==> src/hdl/fbfl_pkg.sv <==
// shared constants, types and helpers of the fixed block free list allocator
// no dependencies
package fbfl_pkg;

    localparam int NUM_BLOCKS = 64;
    // alignment in bytes, a power of two
    localparam int ALIGN      = 16;

    localparam int LINK_AW    = $clog2(NUM_BLOCKS);
    localparam int LINK_W     = $clog2(NUM_BLOCKS + 1);
    localparam int INDEX_W    = 6;
    localparam int BSIZE_W    = 13;
    localparam int ASIZE_W    = BSIZE_W + 1;
    localparam int OFFSET_W   = 18;
    localparam int COUNT_W    = 7;
    localparam int PROD_W     = INDEX_W + ASIZE_W;

    localparam logic [LINK_W-1:0]  NULL_LINK  = LINK_W'(NUM_BLOCKS);
    localparam logic [BSIZE_W-1:0] BSIZE_RST  = BSIZE_W'(64);

    localparam logic CMD_ALLOC   = 1'b0;
    localparam logic CMD_RELEASE = 1'b1;

    typedef struct packed {
        logic load;   // latch the accepted word and read the head link
        logic exec;   // update the list and load the output register
    } t_dp_cmd;

    typedef struct packed {
        logic slot_free;  // output register empty or being taken
    } t_dp_stat;

    // block size rounded up to a multiple of the alignment
    function automatic logic [ASIZE_W-1:0] align_up(input logic [BSIZE_W-1:0] bs);
        logic [ASIZE_W-1:0] sum;
        sum = {1'b0, bs} + ASIZE_W'(ALIGN - 1);
        return sum & ~ASIZE_W'(ALIGN - 1);
    endfunction

endpackage

==> src/hdl/fbfl_ram.sv <==
// generic simple dual port ram, one write port and one registered read port
// no dependencies
module fbfl_ram #(
    parameter int WIDTH = 8,
    parameter int DEPTH = 64
) (
    input  logic                     i_clk,
    input  logic                     i_we,
    input  logic [$clog2(DEPTH)-1:0] i_waddr,
    input  logic [WIDTH-1:0]         i_wdata,
    input  logic                     i_re,
    input  logic [$clog2(DEPTH)-1:0] i_raddr,
    output logic [WIDTH-1:0]         o_rdata
);

    logic [WIDTH-1:0] r_mem [DEPTH];
    logic [WIDTH-1:0] r_rdata;

    always_ff @(posedge i_clk) begin
        if (i_we) begin
            r_mem[i_waddr] <= i_wdata;
        end
        if (i_re) begin
            r_rdata <= r_mem[i_raddr];
        end
    end

    assign o_rdata = r_rdata;

endmodule

==> src/hdl/fbfl_ctrl.sv <==
// controller of the allocator: accept, then execute once the output slot is free
// depends on fbfl_pkg
module fbfl_ctrl import fbfl_pkg::*; (
    input  logic     i_clk,
    input  logic     i_rst_n,
    input  logic     i_in_valid,
    output logic     o_in_ready,
    input  t_dp_stat i_stat,
    output t_dp_cmd  o_cmd
);

    localparam logic ST_IDLE = 1'b0;
    localparam logic ST_EXEC = 1'b1;

    logic r_state;
    logic n_state;

    always_comb begin
        n_state      = r_state;
        o_in_ready   = 1'b0;
        o_cmd.load   = 1'b0;
        o_cmd.exec   = 1'b0;
        case (r_state)
            ST_IDLE: begin
                o_in_ready = 1'b1;
                if (i_in_valid) begin
                    o_cmd.load = 1'b1;
                    n_state    = ST_EXEC;
                end
            end
            ST_EXEC: begin
                if (i_stat.slot_free) begin
                    o_cmd.exec = 1'b1;
                    n_state    = ST_IDLE;
                end
            end
            default: begin
                n_state = ST_IDLE;
            end
        endcase
    end

    always_ff @(posedge i_clk) begin
        if (!i_rst_n) begin
            r_state <= ST_IDLE;
        end else begin
            r_state <= n_state;
        end
    end

endmodule

==> src/hdl/fbfl_dp.sv <==
// datapath of the allocator: head, free counter, link ram with valid bits, output register
// depends on fbfl_pkg and fbfl_ram
module fbfl_dp import fbfl_pkg::*; (
    input  logic                 i_clk,
    input  logic                 i_rst_n,
    input  t_dp_cmd              i_cmd,
    output t_dp_stat             o_stat,
    input  logic                 i_command,
    input  logic [INDEX_W-1:0]   i_block_index,
    input  logic                 i_is_null,
    input  logic [ASIZE_W-1:0]   i_align_size,
    output logic                 o_out_valid,
    input  logic                 i_out_ready,
    output logic                 o_granted,
    output logic [INDEX_W-1:0]   o_given_index,
    output logic [OFFSET_W-1:0]  o_byte_offset,
    output logic [COUNT_W-1:0]   o_free_count
);

    logic                r_command;
    logic [INDEX_W-1:0]  r_idx;
    logic                r_null;
    logic [LINK_W-1:0]   r_head;
    logic [LINK_W-1:0]   n_head;
    logic [COUNT_W-1:0]  r_free;
    logic [COUNT_W-1:0]  n_free;
    logic [NUM_BLOCKS-1:0] r_valid;
    logic [LINK_AW-1:0]  r_rd_addr;
    logic                r_rd_valid;
    logic                r_out_valid;
    logic                r_granted;
    logic [INDEX_W-1:0]  r_given;
    logic [OFFSET_W-1:0] r_offset;

    logic [LINK_W-1:0]   ram_q;
    logic [LINK_W-1:0]   link_val;
    logic                do_pop;
    logic                do_push;
    logic [PROD_W-1:0]   product;

    fbfl_ram #(
        .WIDTH (LINK_W),
        .DEPTH (NUM_BLOCKS)
    ) u_link_ram (
        .i_clk   (i_clk),
        .i_we    (do_push),
        .i_waddr (r_idx[LINK_AW-1:0]),
        .i_wdata (r_head),
        .i_re    (i_cmd.load),
        .i_raddr (r_head[LINK_AW-1:0]),
        .o_rdata (ram_q)
    );

    // entries never written hold their reset link, i minus one, null for block 0
    always_comb begin
        if (r_rd_valid) begin
            link_val = ram_q;
        end else if (r_rd_addr == '0) begin
            link_val = NULL_LINK;
        end else begin
            link_val = LINK_W'(r_rd_addr) - LINK_W'(1);
        end
    end

    assign do_pop  = i_cmd.exec && (r_command == CMD_ALLOC) && (r_head < NULL_LINK);
    assign do_push = i_cmd.exec && (r_command == CMD_RELEASE) && !r_null
                     && (LINK_W'(r_idx) < NULL_LINK);

    assign product = PROD_W'(r_head[INDEX_W-1:0]) * PROD_W'(i_align_size);

    always_comb begin
        n_head = r_head;
        n_free = r_free;
        if (do_pop) begin
            n_head = link_val;
            if (r_free != '0) begin
                n_free = r_free - COUNT_W'(1);
            end
        end else if (do_push) begin
            n_head = LINK_W'(r_idx);
            if (r_free < COUNT_W'(NUM_BLOCKS)) begin
                n_free = r_free + COUNT_W'(1);
            end
        end
    end

    always_ff @(posedge i_clk) begin
        if (!i_rst_n) begin
            r_head      <= LINK_W'(NUM_BLOCKS - 1);
            r_free      <= COUNT_W'(NUM_BLOCKS);
            r_valid     <= '0;
            r_out_valid <= 1'b0;
        end else begin
            r_head <= n_head;
            r_free <= n_free;
            if (do_push) begin
                r_valid[r_idx[LINK_AW-1:0]] <= 1'b1;
            end
            if (i_cmd.exec) begin
                r_out_valid <= 1'b1;
            end else if (i_out_ready) begin
                r_out_valid <= 1'b0;
            end
        end
    end

    always_ff @(posedge i_clk) begin
        if (i_cmd.load) begin
            r_command  <= i_command;
            r_idx      <= i_block_index;
            r_null     <= i_is_null;
            r_rd_addr  <= r_head[LINK_AW-1:0];
            r_rd_valid <= r_valid[r_head[LINK_AW-1:0]];
        end
        if (i_cmd.exec) begin
            r_granted <= do_pop;
            r_given   <= do_pop ? r_head[INDEX_W-1:0] : '0;
            r_offset  <= do_pop ? product[OFFSET_W-1:0] : '0;
        end
    end

    assign o_stat.slot_free = !r_out_valid || i_out_ready;
    assign o_out_valid      = r_out_valid;
    assign o_granted        = r_granted;
    assign o_given_index    = r_given;
    assign o_byte_offset    = r_offset;
    assign o_free_count     = r_free;

endmodule

==> src/hdl/fixed_block_free_list_allocator.sv <==
// top level of the fixed block free list allocator: apb register, controller, datapath
// depends on fbfl_pkg, fbfl_ctrl, fbfl_dp (and through it fbfl_ram)
//
// usage
// - input stream: one word per command, allocate or release; tuser carries the
//   command and the null flag, tdata the block index to release
// - output stream: exactly one word per input word, in order: granted, the
//   given block index, its byte offset and the free count after the command
// - config: one apb register at byte address 0, block_size; write it only
//   while no command is in flight
// - timing: an accepted word is latched while the head link is read; the exec state then
//   updates the list and loads the output register once that register is free
// - pacing: no new command is taken until the last one has executed, since the registered
//   read of the link ram must return the next link before the head can move
// - stall: the result sits in the output register while the receiver holds
//   tready low; one more word is accepted and then waits until the slot frees
// - reset: the free list links block 63 down to block 0, all 64 blocks free,
//   block_size 64; link ram contents come from per-entry valid bits, no sweep
module fixed_block_free_list_allocator import fbfl_pkg::*; (
    input  logic        i_clk,
    input  logic        i_rst_n,
    // slave stream
    input  logic        i_s_tvalid,
    output logic        o_s_tready,
    input  logic [7:0]  i_s_tdata,   // [5:0] block_index, [7:6] zero
    input  logic [1:0]  i_s_tuser,   // [0] command, [1] is_null
    // master stream
    output logic        o_m_tvalid,
    input  logic        i_m_tready,
    output logic [31:0] o_m_tdata,   // [0] granted, [6:1] given_index,
                                     // [24:7] byte_offset, [31:25] free_count
    // apb configuration port
    input  logic        psel,
    input  logic        penable,
    input  logic        pwrite,
    input  logic [2:0]  paddr,
    input  logic [31:0] pwdata,
    output logic [31:0] prdata,
    output logic        pready
);

    localparam logic REG_BLOCK_SIZE = 1'b0;

    logic [BSIZE_W-1:0] r_block_size;
    logic [ASIZE_W-1:0] r_align_size;

    t_dp_cmd  dp_cmd;
    t_dp_stat dp_stat;

    logic                granted;
    logic [INDEX_W-1:0]  given_index;
    logic [OFFSET_W-1:0] byte_offset;
    logic [COUNT_W-1:0]  free_count;
    logic                cfg_write;

    // register access, the aligned size is kept alongside so the datapath sees a flop
    assign pready    = 1'b1;
    assign cfg_write = psel && penable && pwrite && (paddr[2] == REG_BLOCK_SIZE);

    always_ff @(posedge i_clk) begin
        if (!i_rst_n) begin
            r_block_size <= BSIZE_RST;
            r_align_size <= align_up(BSIZE_RST);
        end else if (cfg_write) begin
            r_block_size <= pwdata[BSIZE_W-1:0];
            r_align_size <= align_up(pwdata[BSIZE_W-1:0]);
        end
    end

    assign prdata = (paddr[2] == REG_BLOCK_SIZE) ? 32'(r_block_size) : 32'd0;

    fbfl_ctrl u_ctrl (
        .i_clk      (i_clk),
        .i_rst_n    (i_rst_n),
        .i_in_valid (i_s_tvalid),
        .o_in_ready (o_s_tready),
        .i_stat     (dp_stat),
        .o_cmd      (dp_cmd)
    );

    fbfl_dp u_dp (
        .i_clk         (i_clk),
        .i_rst_n       (i_rst_n),
        .i_cmd         (dp_cmd),
        .o_stat        (dp_stat),
        .i_command     (i_s_tuser[0]),
        .i_block_index (i_s_tdata[INDEX_W-1:0]),
        .i_is_null     (i_s_tuser[1]),
        .i_align_size  (r_align_size),
        .o_out_valid   (o_m_tvalid),
        .i_out_ready   (i_m_tready),
        .o_granted     (granted),
        .o_given_index (given_index),
        .o_byte_offset (byte_offset),
        .o_free_count  (free_count)
    );

    // result word, highest field first
    assign o_m_tdata = {free_count, byte_offset, given_index, granted};

endmodule
==> config.mk <==
export PLATFORM = sky130hd
export DESIGN_NAME = fixed_block_free_list_allocator
export DESIGN_NICKNAME = d
export VERILOG_FILES = /design/src/hdl/fbfl_pkg.sv /design/src/hdl/fbfl_ram.sv /design/src/hdl/fbfl_ctrl.sv /design/src/hdl/fbfl_dp.sv /design/src/hdl/fixed_block_free_list_allocator.sv
export SDC_FILE = /design/constraint.sdc
export NUM_CORES = 1
export LEC_CHECK = 0
export BUFFER_PORTS_ARGS = -buffer_cell sky130_fd_sc_hd__buf_2
export CORE_ASPECT_RATIO = 1.4
export CORE_UTILIZATION = 39
export CTS_BUF_LIST = sky130_fd_sc_hd__clkbuf_16
export DETAILED_ROUTE_END_ITERATION = 8
export SYNTH_ARGS = -nofsm -noshare
export SYNTH_HDL_FRONTEND = slang
export SYNTH_HIERARCHICAL = 1
export SYNTH_SLANG_ARGS = --single-unit
==> constraint.sdc <==
create_clock -name i_clk -period 5.15 [get_ports i_clk]
set_clock_uncertainty 0.05 [all_clocks]
set_input_delay 0.515 -clock i_clk [delete_from_list [all_inputs] [get_ports i_clk]]
set_output_delay 0.515 -clock i_clk [all_outputs]
set_load 0.02 [all_outputs]
==> After elaboration in Yosys (flattened, before gate mapping) <==
Memory sizes are Yosys's and may differ from the RTL's. A register that Yosys moved wholly into a read port is not among the register bits.
Cells that the tools add are included.
{ "op_classes": {"eq_ne": 1, "add_sub_neg": 4, "mux": 24, "n_mul": 1, "n_lt_le_gt_ge": 5, "reduce_logical": 17, "bitwise_logic": 4} }
{ "ops": {"columns": ["op", "count"], "rows": [
  ["$or 64x64->64", 1],
  ["$mux 7", 8],
  ["$add 13x4->14 const B", 1],
  ["$lt 6x7->1 const B", 2],
  ["$lt 7x7->1 const B", 2],
  ["$mul 6x10->14", 1],
  ["$mux 13", 1],
  ["$mux 1", 12],
  ["$logic_and 1x1->1", 8],
  ["$add 7x1->7 const B", 1],
  ["$reduce_bool 7->1", 1],
  ["$sub 6x1->7 const B", 1],
  ["$sub 7x1->7 const B", 1],
  ["$bmux 1 s6", 1],
  ["$demux 1 s6", 1],
  ["$ge 6x1->1 const B", 1],
  ["$logic_not 6->1", 1],
  ["$reduce_bool 2->1", 3],
  ["$not 1->1", 3],
  ["$reduce_and 3->1", 1],
  ["$logic_not 1->1", 2],
  ["$ne 2x2->1 const B", 1],
  ["$pmux 1 s2", 1],
  ["$logic_or 1x1->1", 1]
]} }
{ "word_totals": {"wordCells": 72, "regBits": 139, "memories": 1, "mem_bits_rw": 448} }
{ "mem_list": {"columns": ["memory", "depth", "width", "rd", "rd_clocked_by_memory_dff", "write_ports", "line_no", "source"], "rows": [
  ["u_dp.u_link_ram.r_mem", 64, 7, 1, 1, 1, "fbfl_ram.sv:16", "logic [WIDTH-1:0] r_mem [DEPTH];"]
]} }

==> Depth between registers and ports, before layout <==
{ "depth": {"depth_word": 8, "depth_mapped": 17} }

==> Cells and area by module <==
Netlist, hierarchy kept.
{ "by_module_without_submodules": {"columns": ["module", "n_inst", "seq_area_each_um2", "area_per_inst_um2", "cells_per_inst"], "rows": [
  ["fbfl_ram", 1, 13663.1, 17705.7, 827],
  ["fbfl_dp", 1, 2782.7, 7629.8, 769],
  ["fixed_block_free_list_allocator", 1, 460.4, 1249.9, 152],
  ["fbfl_ctrl", 1, 20.0, 50.0, 6]
]} }

==> Worst setup path after synthesis <==
Ideal clock, no wire load.
{ "synth_path": {"path_type": "flip-flop to flip-flop", "from": "register u_dp.r_head[1]", "to": "register u_dp.r_offset[13], in the netlist u_dp/o_byte_offset[13] (data pin)", "synth_period_minus_slack_ps": 5537, "stages_incl_launch_ff": 18, "slack_ps": -387, "arrival_ps": 5233, "cell_sequence": "dfxtp_1 > clkbuf_1 > clkbuf_1 > clkbuf_1 > and2_1 > fa_1 > fa_1 > inv_1 > fa_1 > inv_1 > ha_1 > clkbuf_1 > a21oi_1 > nor2b_1 > a2111oi_0 > nor2_1 > xor2_1 > and2_1"} }
{ "synth_via": {"elab_chain_len": 2, "elab_cells_between_ends": 3, "cone_classes": "mul (1); order compare (1); reduce/logical (1)"} }
{ "synth_rtl": {"columns": ["element", "line_no", "source"], "rows": [
  ["start: declaration", "fbfl_dp.sv:23", "logic [LINK_W-1:0] r_head;"],
  ["start signal: assignment", "fbfl_dp.sv:89", "r_head <= LINK_W'(NUM_BLOCKS - 1);"],
  ["start signal: assignment", "fbfl_dp.sv:94", "r_head <= n_head;"],
  ["branches (longest 2 deep; another with $mul 6x10->14)", null, null],
  ["end signal: assignment", "fbfl_dp.sv:118", "r_offset <= do_pop ? product[OFFSET_W-1:0] : '0;"],
  ["end: declaration", "fbfl_dp.sv:33", "logic [OFFSET_W-1:0] r_offset;"]
]} }
Parallel ways; which one is timed is not known.
A chain may end at the register's enable or synchronous reset.

==> Worst setup path in the final report <==
{ "layout_path": {"from": "register u_dp.r_head[3]", "to": "register u_dp.r_offset[17], in the netlist u_dp/o_byte_offset[17] (data pin)"} }
The elaborated chain is that of the path after synthesis.

==> results.py <==
metrics = {
    "run_status": {
        "status": "completed",
    },
    "global_routing": {
        "top_usage_layer": "met2",
        "use_met1": 0.199,
        "grt_pass1_vias": 15377,
        "grtUsageMet3": 0.0239,
        "use_met2": 0.305,
        "grt_max_degree": 154,
        "grt_usage": 0.168,
        "grt_pass1_wl_um": 89300,
        "grt-ovfl-total": 0,
        "antenna_found_initial": 2,
    },
    "synthesis": {
        "synth_edf_count": 495,
        "synth_warnings": 6,
        "ys_ff_latch": 598,
        "seq_area_frac_synth": 0.635,
        "synth_top_area_cell": "edfxtp_1",
        "synth_top_area_frac": 0.558,
        "ys_types": 70,
        "syn_area_sq_um": 26600,
        "ys_top_cells_by_area": "edfxtp_1 56%, mux4_2 9.8%, dfxtp_1 7.7%, fa_1 3.7%, nor2_1 2.0%",
        "syn_avg_cell_area_sq_um": 15.2,
        "syn_inst": 1754,
        "synth_async_sr_flop_share": 0,
        "synth_ff_type": "edfxtp_1",
    },
    "worst_setup_path": {
        "endpoint_kind": "flip-flop",
        "worst_r2r_endpoint": "u_dp/o_byte_offset[17]",
        "crit_top_cell": "fa_1",
        "regToRegStartpoint": "u_dp/r_head[3]",
        "required_ns": 5.45,
        "cp-start-kind": "flip-flop",
        "critPathMaxStageDelay_ns": 0.68,
        "reg2regPathDepth": 13,
        "reg2reg_slack_ns": 0.60,
        "cpMaxStageDelayCell": "a2111oi_0",
        "critPathArrivalTime_ns": 4.86,
        "crit_type": "reg2reg",
        "cp_max_fo": 43,
        "path_cells": "and2_1 > fa_1 > fa_1 > inv_1 > fa_1 > inv_1 > ha_1 > a21oi_1 > nor2b_1 > a2111oi_0 > o31ai_1 > xnor2_1 > nor2_1",
    },
    "die": {
        "core_sq_um": 67700,
        "dieWidth_um": 223,
        "pin_count": 119,
        "chipHeight_um": 311,
        "num_rows": 113,
        "floorplan.die_area_sq_um": 69400,
        "start_util": 0.393,
    },
    "sta": {
        "fmax_mhz": 220,
        "worstMarginPinSlew_ns": 1.19,
        "hold_viol": 0,
        "min_period_ns": 4.55,
        "drv_slew": 0,
        "rsz0062_at_grt": "no",
        "maxSlewHeadroom": 0.203,
        "setup_viol": 0,
        "period_share": 0.884,
        "setup_tns_ns": 0,
    },
    "drt": {
        "drtPass1Iterations": 5,
        "ant_nets": 0,
        "drt_iter0_drc": 905,
        "post_drt_wl_per_cell_um": 20.9,
        "drc": 0,
        "viasPerCell": 5.33,
        "vias": 14688,
        "routed_wl_um": 57800,
    },
    "worst_hold_path": {
        "hp-class": "in2reg",
        "hold_path_startpoint": "i_s_tdata[5]",
        "hold_end": "u_dp/r_idx[5]",
        "whs_path_depth": 1,
    },
    "clock_tree": {
        "clk_pin_slew_ns": 0.07,
        "post_cts_buffers": 0,
        "clkSinkCount": 598,
        "clk_latency_ns": 0.62,
        "cts_hold_buffers": 1,
        "cts_resized": 0,
        "cts_made_buffers": 56,
        "cts_max_level": 2,
        "clk_path_buf_depth": 3,
        "cts_tree": "built",
        "root_buffer": "clkbuf_16",
    },
    "cells_and_area": {
        "nets": 1978,
        "final_layout_size_suffix_gt1_frac": 0.172,
        "area_growth_pct": 11.4,
        "n_antenna_cell": 0,
        "fill_cells": 5965,
    },
    "power": {
        "pwr-share-comb": 0.138,
        "internal_power_mw": 8.07,
        "power_density_nw_per_um2": 366,
        "vdd_drop_max_v": 0.000280,
        "clkPwrFrac": 0.366,
        "p_sw_frac": 0.256,
        "switchingPower_mw": 2.78,
        "p_total_mw": 10.9,
        "leakagePower_nw": 10.5,
        "power_frac_seq": 0.496,
    },
    "placed_design": {
        "place.gp.congestion": 0.789,
        "port_buffers": 75,
        "hpwl_um": 36400,
    },
    "run": {
        "maxCapViolCount": 0,
    },
}
## synthesized netlist by cell type (16+ instances only)
cell type    n
nor2_1     144
nor2b_1     61
mux4_2     116
ha_1        29
nand3_1     20
dfxtp_1    103
a21oi_1     62
fa_1        49
mux2i_1     23
a21boi_0    16
and2_1      82
o21ai_0     25
o21a_1      35
buf_4       26
clkbuf_1    53
xnor2_1     20
nor3_1      19
inv_1       77
nand2_1     79
buf_2       20
edfxtp_1   495
## sequential cells by signal (all words and copies together), names as in the netlist, 6 cells and up
| signal | count |
|---|---|
| u_dp/o_free_count | 7 |
| u_dp/u_link_ram/r_mem | 448 |
| u_dp/r_rd_addr | 6 |
| r_block_size | 13 |
| u_dp/o_given_index | 6 |
| u_dp/r_valid | 64 |
| u_dp/r_idx | 6 |
| r_align_size | 10 |
| u_dp/r_head | 7 |
| u_dp/o_byte_offset | 18 |
| u_dp/u_link_ram/o_rdata | 7 |
## worst max-delay path by stage
stage	startpoint	end	slack (ns)
after floorplan	u_dp/r_head[1]	u_dp/o_byte_offset[13]	0.02
after global placement	u_dp/r_head[3]	u_dp/o_byte_offset[17]	0.60
after detailed placement	u_dp/r_head[3]	u_dp/o_byte_offset[17]	0.54
after CTS	u_dp/r_head[3]	u_dp/o_byte_offset[17]	0.52
after global routing	u_dp/r_head[3]	u_dp/o_byte_offset[17]	0.38
final	u_dp/r_head[3]	u_dp/o_byte_offset[17]	0.60
## cell type report
cell class,instances,area (sq um),area share
flip-flops and latches,598,16900,0.571
multi-input cells,1009,8960,0.302
clock buffers,57,1430,0.0481
well taps,862,1080,0.0363
repair buffers,105,628,0.0212
clock inverters,48,345,0.0116
inverters,78,293,0.00987
## layer usage
| metal | wire (um) | share of wire |
|---|---|---|
| met1 | 22700 | 0.39 |
| met2 | 30600 | 0.53 |
| met3 | 2530 | 0.044 |
| met4 | 1910 | 0.033 |
| met5 | 0 | 0 |
## kinds of logic after synthesis
logic type | count (synthesis) | synth area share
multiplexers | 156 | 0.121
adder cells (fa/ha/maj) | 78 | 0.0505
AND/OR/NAND/NOR | 472 | 0.0916
other | 2 | 0.000282
XOR/XNOR | 29 | 0.00954
flip-flops | 598 | 0.635
AO/OA/AOI/OAI | 230 | 0.0575
buffers and inverters | 189 | 0.0345
## critical path: cells and delay by family, from the launching register on
family          cells  cell delay [ns]
compound gates      3             1.08
xor+xnor            1             0.19
fa+ha+maj           4             1.89
buf+inv             2             0.09
flops               1             0.62
simple gates        3             0.36
## per-stage QoR
| step | setup slack [ns] | cell area [sq um] | hold slack [ns] | util | instances |
|---|---|---|---|---|---|
| after CTS | 0.525 | 29700 | 0.000393 | 0.438 | 2757 |
| after global placement | 0.603 | 27900 | 0.388 | 0.412 | 2651 |
| after detailed placement | 0.536 | 27900 | 0.399 | 0.412 | 2651 |
| final | 0.596 | 29700 | 0.0304 | 0.438 | 2757 |
| after global routing | 0.384 | 29700 | 0.0150 | 0.438 | 2757 |
| after floorplan | 0.0168 | 26800 | 0.382 | - | 1796 |
## power groups by stage
stage          clock (mW)  combinational (mW)  sequential, mW
2_1_floorplan           0                1.08            5.52
3_3_place_gp            0                1.47            5.48
3_5_place_dp            0                1.49            5.49
4_1_cts              4.07                1.50            5.38
5_1_grt              4.24                1.66            5.39
6_report             3.97                1.50            5.38
## cell usage in the layout (no fill, tap or decap), types with 13 or more instances in the layout
cell / count
edfxtp_1: 495
and2_1: 82
clkbuf_16: 57
clkinv_1: 15
inv_1: 89
buf_2: 75
ha_1: 29
mux2i_1: 23
conb_1: 44
nor2b_1: 61
a211oi_1: 13
fa_1: 49
nand3_1: 20
a21boi_0: 16
nor2_1: 144
o21a_1: 35
o21ai_0: 25
mux4_2: 116
a21oi_1: 62
buf_4: 27
nor3_1: 19
xnor2_1: 20
nand2_1: 79
dfxtp_1: 96
Note: power is estimated with default switching activity, not from simulation.
